$ cat src/rtl/smmam_pkg.sv
// types and constants of the sample min/max/average monitor
package smmam_pkg;

    localparam int SAMPLE_BITS = 10;
    localparam int COUNT_BITS  = 32;
    localparam int TOTAL_BITS  = SAMPLE_BITS + COUNT_BITS;
    localparam int STEP_BITS   = $clog2(TOTAL_BITS);
    localparam int CMD_BITS    = 2;
    localparam int CFG_IDX_BITS  = 1;
    localparam int CFG_DATA_BITS = SAMPLE_BITS;

    localparam logic [CMD_BITS-1:0] CMD_SAMPLE = 2'd0;
    localparam logic [CMD_BITS-1:0] CMD_START  = 2'd1;
    localparam logic [CMD_BITS-1:0] CMD_STOP   = 2'd2;

    localparam logic [CFG_IDX_BITS-1:0] REG_HIGH_LIMIT = 1'd0;
    localparam logic [CFG_IDX_BITS-1:0] REG_LOW_LIMIT  = 1'd1;

    localparam logic [SAMPLE_BITS-1:0] HIGH_LIMIT_RST = 10'd921;
    localparam logic [SAMPLE_BITS-1:0] LOW_LIMIT_RST  = 10'd102;

    typedef struct packed {
        logic [CMD_BITS-1:0]    command;
        logic [SAMPLE_BITS-1:0] sample;
    } t_in;

    typedef struct packed {
        logic [SAMPLE_BITS-1:0] current;
        logic [SAMPLE_BITS-1:0] average;
        logic [SAMPLE_BITS-1:0] minimum;
        logic [SAMPLE_BITS-1:0] maximum;
        logic                   alarm;
        logic                   running;
        logic [COUNT_BITS-1:0]  sample_count;
    } t_out;

endpackage

$ cat src/rtl/sample_min_max_average_monitor_unit.sv
// sample min/max/average monitor: bit-serial accumulator and divider
//
// Input channel (i_in_valid / o_in_ready / i_in_data) carries a command and
// a converter sample: sample, start measuring, or stop and clear. Every
// command gives exactly one result on the output channel (o_out_valid /
// i_out_ready / o_out_data) with the statistics after the command.
// A sample taken while armed is added into the 42-bit total one bit per
// cycle through a serial full adder, the 32-bit count incrementing in the
// same pass; then the average is formed by a restoring divider that yields
// one quotient bit per cycle.
// Steps from the accepting edge to the result register being loaded:
//   accepted sample: serial add, divider preparation, divide, finish
//   any other command or ignored sample: preparation, divide, finish
// One item is in work at a time; o_in_ready is high only while idle, so
// a new item is taken only once the last one has reached the output register.
// The finished result sits in an output register, so the next item is
// taken while it still waits; a stalled receiver holds only the finish step.
// The user writes the limits over i_cfg_we / i_cfg_idx / i_cfg_wdata only while idle; the block does not enforce it.
// Reset (i_rst_n low, synchronous) disarms, clears the statistics, restores
// the default limits and empties the output register.
module sample_min_max_average_monitor_unit (
    input  logic                                    i_clk,
    input  logic                                    i_rst_n,
    input  logic                                    i_in_valid,
    output logic                                    o_in_ready,
    input  smmam_pkg::t_in                          i_in_data,
    output logic                                    o_out_valid,
    input  logic                                    i_out_ready,
    output smmam_pkg::t_out                         o_out_data,
    input  logic                                    i_cfg_we,
    input  logic [smmam_pkg::CFG_IDX_BITS-1:0]      i_cfg_idx,
    input  logic [smmam_pkg::CFG_DATA_BITS-1:0]     i_cfg_wdata
);

    localparam int SB = smmam_pkg::SAMPLE_BITS;
    localparam int CB = smmam_pkg::COUNT_BITS;
    localparam int TB = smmam_pkg::TOTAL_BITS;
    localparam int WB = smmam_pkg::STEP_BITS;

    localparam logic [2:0] S_IDLE = 3'd0;
    localparam logic [2:0] S_ADD  = 3'd1;
    localparam logic [2:0] S_PREP = 3'd2;
    localparam logic [2:0] S_DIV  = 3'd3;
    localparam logic [2:0] S_DONE = 3'd4;

    logic [2:0]    r_state, n_state;
    logic [WB-1:0] r_step;

    logic [SB-1:0] r_high_limit, r_low_limit;
    logic          r_armed;
    logic [TB-1:0] r_total;
    logic [CB-1:0] r_count;
    logic [SB-1:0] r_lowest, r_highest, r_last;
    logic          r_alarm;

    logic [SB-1:0] r_addend;
    logic          r_carry, r_ccarry;
    logic [CB-1:0] r_rem;
    logic [SB-1:0] r_quo;

    logic            r_out_valid;
    smmam_pkg::t_out r_out;

    logic          in_xfer, take_sample, out_free;
    logic          add_bit, add_cy;
    logic [CB:0]   div_shift;
    logic [CB-1:0] div_diff;
    logic          div_ge;

    assign in_xfer  = i_in_valid && o_in_ready;
    assign out_free = !r_out_valid || i_out_ready;
    assign take_sample = (i_in_data.command == smmam_pkg::CMD_SAMPLE) && r_armed
                         && !(&r_count);

    // serial full adder for the running total
    assign add_bit = r_total[0] ^ r_addend[0] ^ r_carry;
    assign add_cy  = (r_total[0] & r_addend[0]) | (r_carry & (r_total[0] ^ r_addend[0]));

    // one restoring division step, the remainder always fits below the count
    assign div_shift = {r_rem, r_quo[SB-1]};
    assign div_ge    = div_shift >= {1'b0, r_count};
    assign div_diff  = div_shift[CB-1:0] - r_count;

    always_comb begin
        n_state = r_state;
        unique case (r_state)
            S_IDLE: begin
                if (in_xfer) begin
                    n_state = take_sample ? S_ADD : S_PREP;
                end
            end
            S_ADD: begin
                if (r_step == WB'(TB - 1)) begin
                    n_state = S_PREP;
                end
            end
            S_PREP: n_state = S_DIV;
            S_DIV: begin
                if (r_step == WB'(SB - 1)) begin
                    n_state = S_DONE;
                end
            end
            S_DONE: begin
                if (out_free) begin
                    n_state = S_IDLE;
                end
            end
            default: n_state = S_IDLE;
        endcase
    end

    always_ff @(posedge i_clk) begin
        if (!i_rst_n) begin
            r_state      <= S_IDLE;
            r_step       <= '0;
            r_high_limit <= smmam_pkg::HIGH_LIMIT_RST;
            r_low_limit  <= smmam_pkg::LOW_LIMIT_RST;
            r_armed      <= 1'b0;
            r_total      <= '0;
            r_count      <= '0;
            r_lowest     <= '1;
            r_highest    <= '0;
            r_last       <= '0;
            r_alarm      <= 1'b0;
            r_out_valid  <= 1'b0;
        end else begin
            r_state <= n_state;

            if (i_cfg_we) begin
                case (i_cfg_idx)
                    smmam_pkg::REG_HIGH_LIMIT: r_high_limit <= i_cfg_wdata;
                    smmam_pkg::REG_LOW_LIMIT:  r_low_limit  <= i_cfg_wdata;
                    default: ;
                endcase
            end

            if (r_state == S_DONE && out_free) begin
                r_out_valid <= 1'b1;
            end else if (i_out_ready) begin
                r_out_valid <= 1'b0;
            end

            unique case (r_state)
                S_IDLE: begin
                    if (in_xfer) begin
                        r_alarm  <= take_sample
                                    && ((i_in_data.sample > r_high_limit)
                                    || (i_in_data.sample < r_low_limit));
                        r_step   <= '0;
                        r_carry  <= 1'b0;
                        r_ccarry <= 1'b1;
                        r_addend <= i_in_data.sample;
                        case (i_in_data.command)
                            smmam_pkg::CMD_SAMPLE: begin
                                if (take_sample) begin
                                    r_last <= i_in_data.sample;
                                    if (i_in_data.sample > r_highest) begin
                                        r_highest <= i_in_data.sample;
                                    end
                                    if (i_in_data.sample < r_lowest) begin
                                        r_lowest <= i_in_data.sample;
                                    end
                                end
                            end
                            smmam_pkg::CMD_START: r_armed <= 1'b1;
                            smmam_pkg::CMD_STOP: begin
                                r_armed   <= 1'b0;
                                r_total   <= '0;
                                r_count   <= '0;
                                r_lowest  <= '1;
                                r_highest <= '0;
                                r_last    <= '0;
                            end
                            default: ;
                        endcase
                    end
                end
                S_ADD: begin
                    r_total  <= {add_bit, r_total[TB-1:1]};
                    r_addend <= {1'b0, r_addend[SB-1:1]};
                    r_carry  <= add_cy;
                    // count rides along through its own half adder, carry in of one
                    if (r_step < WB'(CB)) begin
                        r_count  <= {r_count[0] ^ r_ccarry, r_count[CB-1:1]};
                        r_ccarry <= r_count[0] & r_ccarry;
                    end
                    r_step <= r_step + 1'b1;
                end
                S_PREP: begin
                    // high part of the total is below any nonzero count, so ten steps suffice
                    r_rem  <= r_total[TB-1:SB];
                    r_quo  <= r_total[SB-1:0];
                    r_step <= '0;
                end
                S_DIV: begin
                    r_rem  <= div_ge ? div_diff : div_shift[CB-1:0];
                    r_quo  <= {r_quo[SB-2:0], div_ge};
                    r_step <= r_step + 1'b1;
                end
                S_DONE: ;
                default: ;
            endcase
        end
    end

    // result payload, loaded once the divider has finished
    always_ff @(posedge i_clk) begin
        if (r_state == S_DONE && out_free) begin
            r_out.current      <= r_last;
            r_out.average      <= (r_count == '0) ? '0 : r_quo;
            r_out.minimum      <= r_lowest;
            r_out.maximum      <= r_highest;
            r_out.alarm        <= r_alarm;
            r_out.running      <= r_armed;
            r_out.sample_count <= r_count;
        end
    end

    assign o_in_ready  = (r_state == S_IDLE);
    assign o_out_valid = r_out_valid;
    assign o_out_data  = r_out;

endmodule

$ cat config.mk
export PLATFORM = sky130hd
export DESIGN_NAME = sample_min_max_average_monitor_unit
export DESIGN_NICKNAME = d
export VERILOG_FILES = /design/src/rtl/smmam_pkg.sv /design/src/rtl/sample_min_max_average_monitor_unit.sv
export SDC_FILE = /design/constraint.sdc
export NUM_CORES = 1
export LEC_CHECK = 0
export BUFFER_PORTS_ARGS = -buffer_cell sky130_fd_sc_hd__buf_4
export CORE_MARGIN = 5
export CORE_UTILIZATION = 40
export DETAILED_ROUTE_END_ITERATION = 16
export MAX_ROUTING_LAYER = met4
export SLEW_MARGIN = 25
export SYNTH_ARGS = -nofsm -noshare
export SYNTH_HDL_FRONTEND = slang
export SYNTH_SLANG_ARGS = --single-unit
$ cat constraint.sdc
create_clock -name i_clk -period 5.2 [get_ports i_clk]
set_input_delay 0.26 -clock i_clk [delete_from_list [all_inputs] [get_ports i_clk]]
set_output_delay 0.26 -clock i_clk [all_outputs]
set_load 0.02 [all_outputs]
## Word-level counts from Yosys, hierarchy flattened

Index checks and enable logic that the tools add are counted.

| storage, ports and cells | value |
|---|---|
| flip-flop bits (word level) | 264 |
| latch bits | 0 |
| bits in writable memories | 0 |
| memory bits (read-only) | 0 |
| bits of input ports | 28 |
| output and inout bits | 76 |
| logic and storage cells | 127 |
| memories kept | 0 |

| cells by class | value |
|---|---|
| $add $sub $neg | 2 |
| $mul | 0 |
| div/mod/pow operators | 0 |
| order comparisons | 6 |
| equal/unequal tests | 17 |
| shift-type cells | 0 |
| muxes and demuxes | 36 |
| bitwise operators | 8 |
| reduce and logical (&&, ||, !) cells | 34 |

Operators by type and width:

| operator | number |
|---|---|
| 2-to-1 mux 32 bit | 4 |
| case mux 32 bit (2 select lines) | 2 |
| case mux 10 bit (2 select lines) | 5 |
| 2-to-1 mux 42 bit | 2 |
| case mux 42 bit (2 select lines) | 1 |
| 2-to-1 mux 10 bit | 6 |
| greater-or-equal comparator 33 x 32 -> 1 bit | 1 |
| logical NOT 32 bit | 1 |
| AND reduction 32 bit | 1 |
| subtractor 32 bit | 1 |
| > comparator 10 bit | 2 |
| < comparator 10 bit | 2 |
| case mux 6 bit (3 select lines) | 1 |
| AND reduction 4 bit | 4 |
| case mux 3 bit (5 select lines) | 1 |
| 2-to-1 mux 3 bit | 4 |
| inequality test 2 bit (second input constant) | 5 |
| AND reduction 2 bit | 5 |
| AND reduction 5 bit | 2 |
| nonzero test 2 bit | 5 |
| AND reduction 3 bit | 3 |
| inequality test 2 x 1 -> 1 bit (second input constant) | 4 |
| adder 6 x 1 -> 6 bit (second input constant) | 1 |
| equality test 3 x 2 -> 1 bit (second input constant) | 2 |
| 22 further kinds | 38 |

## Logic depth before layout (Yosys ltp)

Gate-level depths: netlist of the first run.

| logic depth | value |
|---|---|
| word-level depth | 6 |
| mapped depth | 14 |
| depth with buffers taken out | 13 |

## Worst setup path before layout of the first run

Ideal clock, no wire load.

| timing | value |
|---|---|
| path kind | reg-to-reg |
| start point | register r_state[1] |
| end point | register r_out, in the netlist o_out_data[0] (enable) |
| setup time | 0.506 ns |
| arrival | 3.861 ns |
| required time | 4.694 ns |
| setup slack | 0.833 ns |
| stages on the path, launching flop included | 5 |
| buffers on the path | 1 |
| clock period less this slack | 4.367 ns |
| path through | dfxtp_1 > buf_1 > nor2_1 > nand2_1 > nor2_1 |

| between the ends | value |
|---|---|
| word-level cells in the longest chain between the ends | 2 |

RTL lines:

| element | line | text |
|---|---|---|
| from (decl) | sample_min_max_average_monitor_unit.sv:46 | `logic [2:0] r_state, n_state;` |
| from (signal assigned) | sample_min_max_average_monitor_unit.sv:127 | `r_state <= n_state;` |
| equality test 3 bit | sample_min_max_average_monitor_unit.sv:208 | `if (r_state == S_DONE && out_free) begin` |
| logical AND 1 bit | sample_min_max_average_monitor_unit.sv:208 |  |
| to (decl) | sample_min_max_average_monitor_unit.sv:62 | `smmam_pkg::t_out r_out;` |

No other way between the ends.
A chain may end at the register's enable or synchronous reset.

## Worst setup path after layout of the first run

| timing | value |
|---|---|
| start point | register r_count[1] |
| end point | register r_rem[15] (data pin) |

| between the ends | value |
|---|---|
| word-level cells in the longest chain between the ends | 3 |
| elaborated cells on any way between the ends | 4 |
| those cells by class | 1 x add/sub; 1 x order compare; 2 x mux |

RTL lines:

| element | line | text |
|---|---|---|
| from (decl) | sample_min_max_average_monitor_unit.sv:52 | `logic [CB-1:0] r_count;` |
| from (signal assigned) | sample_min_max_average_monitor_unit.sv:184 | `r_count <= {r_count[0] ^ r_ccarry, r_count[CB-1:1]};` |
| subtractor 32 bit or greater-or-equal comparator 33 x 32 -> 1 bit (tied branches) | sample_min_max_average_monitor_unit.sv:82, sample_min_max_average_monitor_unit.sv:81 |  |
| 2-to-1 mux 32 bit (*) | sample_min_max_average_monitor_unit.sv:196 | `r_rem <= div_ge ? div_diff : div_shift[CB-1:0];` |
| case mux 32 bit (2 select lines) (*) | sample_min_max_average_monitor_unit.sv:143 | `unique case (r_state)` |
| to (signal assigned) | sample_min_max_average_monitor_unit.sv:191 | `r_rem <= r_total[TB-1:SB];` |
| to (signal assigned) | sample_min_max_average_monitor_unit.sv:196 |  |
| to (decl) | sample_min_max_average_monitor_unit.sv:58 | `logic [CB-1:0] r_rem;` |

Mark *: on every way between the ends. The rest lies on a longest branch, timed or not.

==> impl_metrics.env, run 1 <==
export IMPL_critPathCapture="r_rem[15]"
export IMPL_syn_area_mm2=0.0127
export IMPL_p_per_area_mw_per_mm2=331
export IMPL_numPortBuffers=103
export IMPL_post_route_min_period_ps=3410
export IMPL_max_stage_delay_ps=510
export IMPL_core_rowCount=65
export IMPL_holdBufCountCts=11
export IMPL_htreeDepth=1
export IMPL_cts_sinks=264
export IMPL_maxCapViolations=0
export IMPL_grt_max_degree=97
export IMPL_wl_per_cell_um=16.9
export IMPL_start_util_pct=40.4
export IMPL_drt_first_pass_iters=5
export IMPL_fmax_ghz=0.293
export IMPL_ys_seq_elements=264
export IMPL_overflow=0
export IMPL_endpoint_kind="flop"
export IMPL_vdd_drop_max_mv=0.229
export IMPL_r2r_end="r_rem[15]"
export IMPL_grt_pass1_wl_um=49100
export IMPL_tightest_slew_ps=968
export IMPL_slew_headroom_pct=35.3
export IMPL_place_congestion=0.872
export IMPL_drtAntennaViolNets=0
export IMPL_dr_total_vias=9319
export IMPL_fin_crit_sh_pct=65.6
export IMPL_cts_resized_gates=0
export IMPL_crit_family="compound AO/OA/AOI/OAI gates"
export IMPL_synth_async_sr_flop_share_pct=0
export IMPL_grt_pass1_vias=9037
export IMPL_cp_startpoint="r_count[1]"
export IMPL_pin_count=104
export IMPL_grtUsageTotal_pct=17.1
export IMPL_hold_viol_final=0
export IMPL_final_cell_mix="nor2_1 (146), nand2_1 (139), dfxtp_1 (136)"
export IMPL_slowest_stage="and2_4"
export IMPL_routed_wirelength_um=30200
export IMPL_synth_nets=1372
export IMPL_post_cts_setup_buffers=0
export IMPL_synth_distinct_cells=68
export IMPL_rrSetupSlack_ps=1790
export IMPL_final_nets=1470
export IMPL_critPathRequiredTime_ps=5460
export IMPL_n_antenna_cell=0
export IMPL_yosysWarnings=0
export IMPL_worstPathMaxFanout=33
export IMPL_drcViolationCount=0
export IMPL_vias_per_cell=5.21
export IMPL_die_x_um=188
export IMPL_final_common_cell="nor2_1"
export IMPL_syn_to_final_growth_pct=17.6
export IMPL_drive_gt1_share_pct=13.3
export IMPL_status="finished, final reports clean"
export IMPL_ys_flop_type="dfxtp_1"
export IMPL_cts_buffers_inserted=28
export IMPL_yosysTopAreaCell="edfxtp_1"
export IMPL_rr_worst_depth=11
export IMPL_drv_slew=0
export IMPL_r2r_start="r_count[1]"
export IMPL_ys_seq_area_share_pct=51.7
export IMPL_path_clk_slew_ps=60
export IMPL_rsz0062_at_grt="no"
export IMPL_synth_top_cell_area_share_pct=30.3
export IMPL_cts_tree="built"
export IMPL_drt_iter0_markers=552
export IMPL_hold_path_class="primary input to flop"
export IMPL_power_leakage_nw=6.01
export IMPL_path_buf_inv=1
export IMPL_root_buffer="clkbuf_16"
export IMPL_dieArea_mm2=0.0354
export IMPL_arrival_ps=3680
export IMPL_synthCells=1267
export IMPL_cts_max_path_buffers=3
export IMPL_syn_avg_cell_area_um2=10.0
export IMPL_netlist_top_cells_area="edfxtp_1 (30%), dfxtp_1 (21%), ha_1 (7.4%)"
export IMPL_finalClockSkew_ps=20.8
export IMPL_worstPathCellList="inv_1, ha_1, nor2b_1, o31a_1, o31ai_4, a2111oi_4, o21ai_4, nand3_4, and2_4, mux2i_1, o21ai_1"
export IMPL_core_mm2=0.0315
export IMPL_setup_tns_ps=0
export IMPL_worstSetupPathType="flop to flop"
export IMPL_fin_util_pct=47.5
export IMPL_finalSetupViolCount=0
export IMPL_antenna_found_initial=0
export IMPL_cp_start_kind="flop"
export IMPL_synth_enable_flop_cells=128
export IMPL_dpl_hpwl_um=21000
export IMPL_chipHeight_um=188
export IMPL_cp_num_cells=11
export IMPL_clk_latency_ps=550
==> cell families after synthesis <==
group | count (synthesis) | share of synthesized area [%]
buffers and inverters | 144 | 4.61
flip-flops | 264 | 51.7
XOR/XNOR | 29 | 2.00
adder cells (fa/ha/maj) | 77 | 7.70
AO/OA/AOI/OAI | 301 | 16.1
multiplexers | 43 | 3.39
AND/OR/NAND/NOR | 409 | 14.6
==> through the flow <==
step | hold slack (ps) | cells | cell area [um^2] | worst slack (ps) | total power [mW]
2_1_floorplan | 384 | 1267 | 12700 | 833 | 2.79
3_3_place_gp | 417 | 1725 | 13800 | 1830 | 2.96
3_5_place_dp | 421 | 1726 | 13900 | 1780 | 2.97
4_1_cts | 29.6 | 1789 | 14900 | 1790 | 5.01
5_1_grt | 49.9 | 1789 | 14900 | 1570 | 5.17
6_report | 56.3 | 1789 | 14900 | 1790 | 4.95
==> state kept, by name (all words and copies together) (netlist names) <==
register and cells:
o_out_data 74, r_carry 1, r_quo 10, r_step 6
o_out_valid 1, r_armed 1, r_lowest 10, r_count 32
r_low_limit 10, r_alarm 1, r_highest 10, r_state 3
r_addend 10, r_high_limit 10, r_ccarry 1, r_total 42
r_last 10, r_rem 32
==> cells in the mapped netlist (2+ instances only) <==
cell type and n:
a211o_1 3, a211oi_1 6, a21boi_0 7, a21o_1 34, a21oi_1 52, a22oi_1 73, a31oi_1 9, a41oi_1 2
and2_1 3, and3_1 6, buf_2 2, buf_6 2, clkbuf_1 50, dfxtp_1 136, edfxtp_1 128, fa_1 2
ha_1 75, inv_1 87, mux2i_1 43, nand2_1 140, nand2b_1 6, nand3_1 10, nand4_1 21, nor2_1 150
nor2b_1 26, nor3_1 7, nor3b_1 10, nor4_1 11, o211ai_1 13, o21a_1 11, o21ai_0 45, o21ai_1 21
o22ai_1 3, o31ai_1 3, or2_2 2, or3_1 9, xnor2_1 18, xor2_1 11
==> metal layers <==
| metal | vias to the layer above | GRT usage (%) | share of wire, % |
|---|---|---|---|
| met5 | - | - | 0 |
| met4 | 0 | 3.27 | 1.6 |
| met3 | 38 | 2.28 | 4.5 |
| met2 | 189 | 24.9 | 43 |
| met1 | 4368 | 25.9 | 51 |
| li1 | 4724 | - | - |
==> worst reg2reg max path, delay by kind of cell (launching register included) <==
family / cells / cell delay [ps]
buf+inv: 1 / 150
fa+ha+maj: 1 / 350
mux: 1 / 290
simple gates: 3 / 880
flops: 1 / 420
compound gates: 5 / 1050
==> power by group <==
group	internal, mW	switching (mW)
sequential	2.24	0.0420
combinational	0.240	0.408
clock	1.19	0.822
==> how the worst min path moves through the flow <==
stage                         from               to  slack, ps  cells past startpoint
floorplan           i_cfg_wdata[0]  r_high_limit[0]        380                      2
global placement         r_last[4]   o_out_data[68]        420                      0
detailed placement       r_last[9]   o_out_data[73]        420                      0
CTS                        i_rst_n  r_high_limit[0]         30                      2
global route               i_rst_n      r_lowest[7]         50                      2
finish                     i_rst_n  r_high_limit[0]         60                      2
==> final cells by class <==
cell class | count | area [um^2]
multi-input cells | 859 | 5590
flip-flops and latches | 264 | 6570
clock inverters | 9 | 61.3
well taps | 402 | 503
inverters | 87 | 328
repair buffers | 125 | 990
fillers | 2944 | 16500
clock buffers | 43 | 901
(Power assumes the default switching activity.)
==> inputs of run 2 (changes only) <==
ABC_AREA = 1   (was not set)
clock period = 3 ns   (was 5.2 ns; I/O delays follow)
==> run 2 against run 1 <==
First-iteration DRC count increased by 46%; utilization is 0.067 points higher; fmax grew 21%; clock skew decreased by 7.3 ps; sequential share of layout area down 3.9 points; area after synthesis increased by 10%; via count increased by 26%; non-clock buffer count up 24; sequential power increased by 89%; synthesized cell count rose by 39%; hold slack got worse by 16 ps; register-to-register slack worse by 1600 ps; critical path type unchanged; largest cell class unchanged.
==> impl_metrics.env, run 2 <==
export IMPL_power_frac_clock_pct=32.6
export IMPL_stdcell_area_mm2=0.0164
export IMPL_core_mm2=0.0345
export IMPL_finalSetupViolCount=0
export IMPL_final_nets=1995
export IMPL_n_antenna_cell=0
export IMPL_crit_family="simple AND/OR/NAND/NOR gates"
export IMPL_arrival_ps=3150
export IMPL_finalClockSkew_ps=13.6
export IMPL_path_buf_inv=1
export IMPL_synthCells=1766
export IMPL_r2r_start="r_count[28]"
export IMPL_path_clk_slew_ps=60
export IMPL_power_leakage_nw=7.29
export IMPL_largest_reg_flops=74
export IMPL_grt_pass1_wl_um=62300
export IMPL_placed_area_mm2=0.0153
export IMPL_numPortBuffers=103
export IMPL_cts_buffers_inserted=29
export IMPL_ys_flop_type="dfxtp_1"
export IMPL_dpl_hpwl_um=30000
export IMPL_wl_per_cell_um=16.6
export IMPL_critPathRequiredTime_ps=3330
export IMPL_worstPathCellList="inv_1, ha_1, a21oi_1, nand2_1, a21oi_1, nand2_2, nor2_4, nand2_4, nand2_1, nand2_1, nand2_1, nand2_1"
export IMPL_drive_gt1_share_pct=12.9
export IMPL_grt_max_degree=61
export IMPL_internal_power_mw=7.13
export IMPL_drt_first_pass_iters=5
export IMPL_vias_per_cell=4.97
export IMPL_yosysTopAreaCell="edfxtp_1"
export IMPL_yosysWarnings=0
export IMPL_routed_wirelength_um=39300
export IMPL_grt_pass1_vias=11335
export IMPL_p_sw_share_pct=34.4
export IMPL_cp_startpoint="r_count[28]"
export IMPL_synth_nets=1871
export IMPL_pin_count=104
export IMPL_drtAntennaViolNets=0
export IMPL_dr_total_vias=11759
export IMPL_dp_cells=2298
export IMPL_ys_seq_area_share_pct=46.9
export IMPL_wl_met2_um=17700
export IMPL_fmax_ghz=0.354
export IMPL_final_cell_mix="nand2_1 (542), inv_1 (232), nor2_1 (138)"
export IMPL_hold_depth=5
export IMPL_synth_async_sr_flop_share_pct=0
export IMPL_post_route_min_period_ps=2820
export IMPL_clk_latency_ps=580
export IMPL_status="finished, final reports clean"
export IMPL_synth_distinct_cells=48
export IMPL_cts_resized_gates=0
export IMPL_power_switching_mw=3.74
export IMPL_final_common_cell="nand2_1"
export IMPL_cp_num_cells=12
export IMPL_core_rowCount=68
export IMPL_hold_viol_final=0
export IMPL_netlist_top_cells_area="edfxtp_1 (27%), dfxtp_1 (19%), nand2_1 (15%)"
export IMPL_root_buffer="clkbuf_16"
export IMPL_yosys_cell_count_top_type="nand2_1"
export IMPL_instances_no_fill=2367
export IMPL_rr_worst_depth=12
export IMPL_antenna_found_initial=0
export IMPL_slowest_stage="dfxtp_1"
export IMPL_worstPathMaxFanout=32
export IMPL_hold_start="i_cfg_idx"
export IMPL_cts_tree="built"
export IMPL_die_x_um=197
export IMPL_grtUsageTotal_pct=20.5
export IMPL_chipHeight_um=197
export IMPL_cts_sinks=264
export IMPL_maxCapViolations=0
export IMPL_vdd_drop_max_mv=0.564
export IMPL_route_met3_wl_um=1710
export IMPL_endpoint_kind="flop"
export IMPL_fin_crit_sh_pct=94.1
export IMPL_highest_layer="met4"
export IMPL_syn_avg_cell_area_um2=7.93
export IMPL_synth_enable_flop_cells=128
export IMPL_p_comb_share_pct=27.7
export IMPL_overflow=0
export IMPL_cts_max_path_buffers=3
export IMPL_drv_slew=0
export IMPL_max_stage_delay_ps=560
export IMPL_drcViolationCount=0
export IMPL_drt_iter0_markers=808
export IMPL_htreeDepth=1
export IMPL_place_congestion=1.01
export IMPL_cpMostUsedCell="nand2_1"
export IMPL_setup_tns_ps=0
export IMPL_p_per_area_mw_per_mm2=662
export IMPL_whs_ps=40.7
export IMPL_slew_headroom_pct=44.4
export IMPL_syn_to_final_growth_pct=17.3
export IMPL_dieArea_mm2=0.0388
export IMPL_synth_top_cell_area_share_pct=27.5
export IMPL_syn_area_mm2=0.0140
export IMPL_seqPwrFrac_pct=39.7
export IMPL_rsz0062_at_grt="no"
export IMPL_ys_seq_elements=264
export IMPL_met1_length_um=18600
export IMPL_cp_start_kind="flop"
export IMPL_tightest_slew_ps=826
export IMPL_worstSetupPathType="flop to flop"
export IMPL_total_power_mw=10.9
export IMPL_start_util_pct=40.5
export IMPL_synth_common_cells="nand2_1 (542), inv_1 (232), nor2_1 (138)"
export IMPL_hold_path_class="primary input to flop"
==> run 2: cell types whose count changed in the layout (fill, tap and decap cells not counted), sizes merged, moves of 33 or more <==
cell | previous run | this run
a21o | 34 | 1
a21oi | 52 | 103
a22oi | 73 | 32
inv | 87 | 250
mux2i | 43 | 0
nand2 | 140 | 560
nand3 | 11 | 110
==> run 2: through the flow <==
stage	utilization [%]	worst slack, ps
floorplan	-	-284
global placement	44.4	-206
detailed placement	44.4	-129
CTS	47.5	186
global route	47.5	22.6
finish	47.5	177
==> run 2: cell type report <==
class / instances / area (um^2)
fill: 3501 / 18100
sequential: 264 / 6570
multi-input combinational: 1196 / 6220
timing repair buffer: 149 / 1180
inverter: 250 / 941
clock buffer: 43 / 818
tap: 455 / 569
clock inverter: 10 / 121
==> run 2: power by group through the flow <==
stage	Clock [mW]	Sequential [mW]	Combinational, mW
after global routing	3.77	4.34	3.38
after global placement	0	4.38	2.98
after detailed placement	0	4.38	2.99
after floorplan	0	4.36	2.14
after CTS	3.63	4.31	3.03
final	3.54	4.31	3.01
==> run 2: worst register-to-register path: stages (launching register included) <==
cell,delay (ps)
dfxtp_1,560
inv_1,100
ha_1,410
a21oi_1,340
nand2_1,120
a21oi_1,210
nand2_2,90
nor2_4,140
nand2_4,220
nand2_1,210
nand2_1,70
nand2_1,70
nand2_1,50
==> run 2: cell families (layout without fill, tap and decap cells) <==
logic type                 count (synthesis)  in the layout  synth area share (%)
and+or+nand+nor                          899            899                  27.7
buffers and inverters                    306            452                  8.82
DFF                                      264            264                  46.9
AOI/OAI and AO/OA                        206            206                  8.65
adders and majority gates                 77             77                  6.99
xor gates and xnor gates                  14             14                 0.876
==> run 2: path summary, 6_finish.rpt <==
check             slack (ps)               to
hold reg to reg          430   o_out_data[66]
hold / removal            40  r_high_limit[0]
setup / recovery         180        r_rem[31]
setup reg to reg         180        r_rem[31]
==> run 2: layer usage <==
layer  global-route usage, %  vias to the layer above
met4                    6.06                        0
met2                    32.1                      266
met3                    2.42                       76
met1                    28.2                     5439
li1                        -                     5978
met5                       -                        -
==> run 2: repair_timing <==
item                       in CTS  in global routing
hold endpoints to repair       26                  0
buffers inserted                2                  0
setup endpoints to repair      12                  0
hold buffers                   14                  0
==> inputs of run 3 (changes only) <==
PLACE_DENSITY = 0.62   (was not set)
RECOVER_POWER = 25   (was not set)
==> run 3 against run 2 <==
First-iteration DRC count down 17%; via count up 0.14%; count of clock-buffer cells in the layout unchanged; largest cell class unchanged; critical path depth up 1; clock power about the same; cell area down 1.3%; utilization down 0.60 points; combinational power down 3%; highest routed layer unchanged; setup slack better by 110 ps; cell count down 0.21%; die area unchanged; critical path type unchanged; wire length down 4.2%.
==> impl_metrics.env, run 3 (synthesis gave the netlist of run 2 again) <==
export IMPL_core_rowCount=68
export IMPL_drcViolationCount=0
export IMPL_regArea_mm2=0.00657
export IMPL_drt_first_pass_iters=5
export IMPL_total_power_mw=10.8
export IMPL_p_per_area_mw_per_mm2=666
export IMPL_clk_latency_ps=570
export IMPL_overflow=0
export IMPL_hold_viol_final=0
export IMPL_slew_headroom_pct=47.6
export IMPL_maxCapViolations=0
export IMPL_syn_to_final_growth_pct=15.9
export IMPL_fmax_ghz=0.369
export IMPL_cp_start_kind="flop"
export IMPL_grtUsageTotal_pct=19.7
export IMPL_cts_sinks=264
export IMPL_rsz0062_at_grt="no"
export IMPL_htreeDepth=1
export IMPL_root_buffer="clkbuf_16"
export IMPL_n_antenna_cell=0
export IMPL_pin_count=104
export IMPL_critPathRequiredTime_ps=3310
export IMPL_grt_max_degree=61
export IMPL_cts_max_path_buffers=3
export IMPL_fillers=3527
export IMPL_worstSetupPathType="flop to flop"
export IMPL_routed_wirelength_um=37700
export IMPL_setup_ws_ps=287
export IMPL_tightest_slew_ps=785
export IMPL_numPortBuffers=103
export IMPL_die_x_um=197
export IMPL_drt_iter0_markers=674
export IMPL_core_mm2=0.0345
export IMPL_grt_pass1_wl_um=60500
export IMPL_post_route_min_period_ps=2710
export IMPL_fin_crit_sh_pct=90.4
export IMPL_fin_util_pct=46.9
export IMPL_vdd_drop_max_mv=0.481
export IMPL_final_cell_mix="nand2_1 (542), inv_1 (232), nor2_1 (138)"
export IMPL_drive_gt1_share_pct=10.7
export IMPL_drv_slew=0
export IMPL_power_leakage_nw=7.11
export IMPL_arrival_ps=3030
export IMPL_cts_tree="built"
export IMPL_finalClockSkew_ps=14.4
export IMPL_antenna_found_initial=0
export IMPL_hold_path_class="primary input to flop"
export IMPL_endpoint_kind="flop"
export IMPL_vias_per_cell=4.99
export IMPL_multiInputGateArea_mm2=0.00622
export IMPL_finalSetupViolCount=0
export IMPL_largest_reg_flops=74
export IMPL_whs_ps=45.8
export IMPL_dieArea_mm2=0.0388
export IMPL_final_nets=1989
export IMPL_worstPathMaxFanout=32
export IMPL_start_util_pct=40.5
export IMPL_place_congestion=0.974
export IMPL_cts_buffers_inserted=29
export IMPL_path_clk_slew_ps=60
export IMPL_status="finished, final reports clean"
export IMPL_chipHeight_um=197
export IMPL_dp_worst_setup_slack_ps=309
export IMPL_dpl_hpwl_um=28300
export IMPL_post_cts_setup_buffers=0
export IMPL_wl_per_cell_um=16.0
export IMPL_dr_total_vias=11776
export IMPL_grt_pass1_vias=11452
export IMPL_drtAntennaViolNets=0
export IMPL_final_common_cell="nand2_1"
-- run 3: cell count changes in the layout (fill, tap and decap cells not counted), sizes merged --
cell / before / now
bufinv: 2 / 1
buf: 135 / 82
clkbuf: 43 / 90
clkinvlp: 0 / 1
clkinv: 8 / 7
inv: 250 / 252
-- run 3: critical path, cell delays in order (launching register included) --
cell and delay [ps]:
dfxtp_1 420, inv_2 70, ha_1 400, nand2_1 100, nor2_1 350, nand3_1 160, nor2_1 130, nand2_1 70
nand2_2 70, nor2_4 60, nand2_4 290, o21ai_0 180, nand3_1 100, nand2_1 50
-- run 3: final cells by class --
cell class | count | share of cell area [%]
timing repair buffer | 143 | 5.91
multi-input combinational | 1196 | 38.4
tap | 455 | 3.51
sequential | 264 | 40.5
clock buffer | 43 | 5.23
inverter | 250 | 5.80
clock inverter | 11 | 0.648
-- run 3: report_power, final --
| group | leakage [nW] | internal (mW) | switching [mW] |
|---|---|---|---|
| sequential | 2.29 | 4.13 | 0.187 |
| clock | 0.473 | 2.05 | 1.50 |
| combinational | 4.35 | 0.898 | 2.03 |
| total | 7.11 | 7.08 | 3.72 |
-- run 3: final timing paths --
path / slack (ps) / from / end / cells past startpoint
worst max-delay path: 290 / r_count[2] / r_rem[16] / 13
worst min-delay path: 50 / i_in_data[7] / r_addend[7] / 3
worst min register to register: 430 / r_last[7] / o_out_data[71] / 0
worst max register to register: 290 / r_count[2] / r_rem[16] / 13
-- run 3: timing repair --
action | 4_1_cts | 5_1_grt
resized for setup | 0 | 1
hold buffers | 14 | 0
endpoints found under the setup margin | 0 | 1
endpoints found under the hold margin | 25 | 0
-- run 3: per-stage QoR --
step | instances | cell area [um^2] | TNS [ps]
after floorplan | 1766 | 14000 | -21010
after global placement | 2294 | 15300 | 0
after detailed placement | 2294 | 15300 | 0
after CTS | 2362 | 16400 | 0
after global routing | 2362 | 16200 | 0
final | 2362 | 16200 | 0
-- run 3: layer usage --
layer,wire [um],global-route usage [%]
met3,1850,2.34
met1,17500,26.5
met4,1390,6.63
met5,0,-
met2,17000,31.3
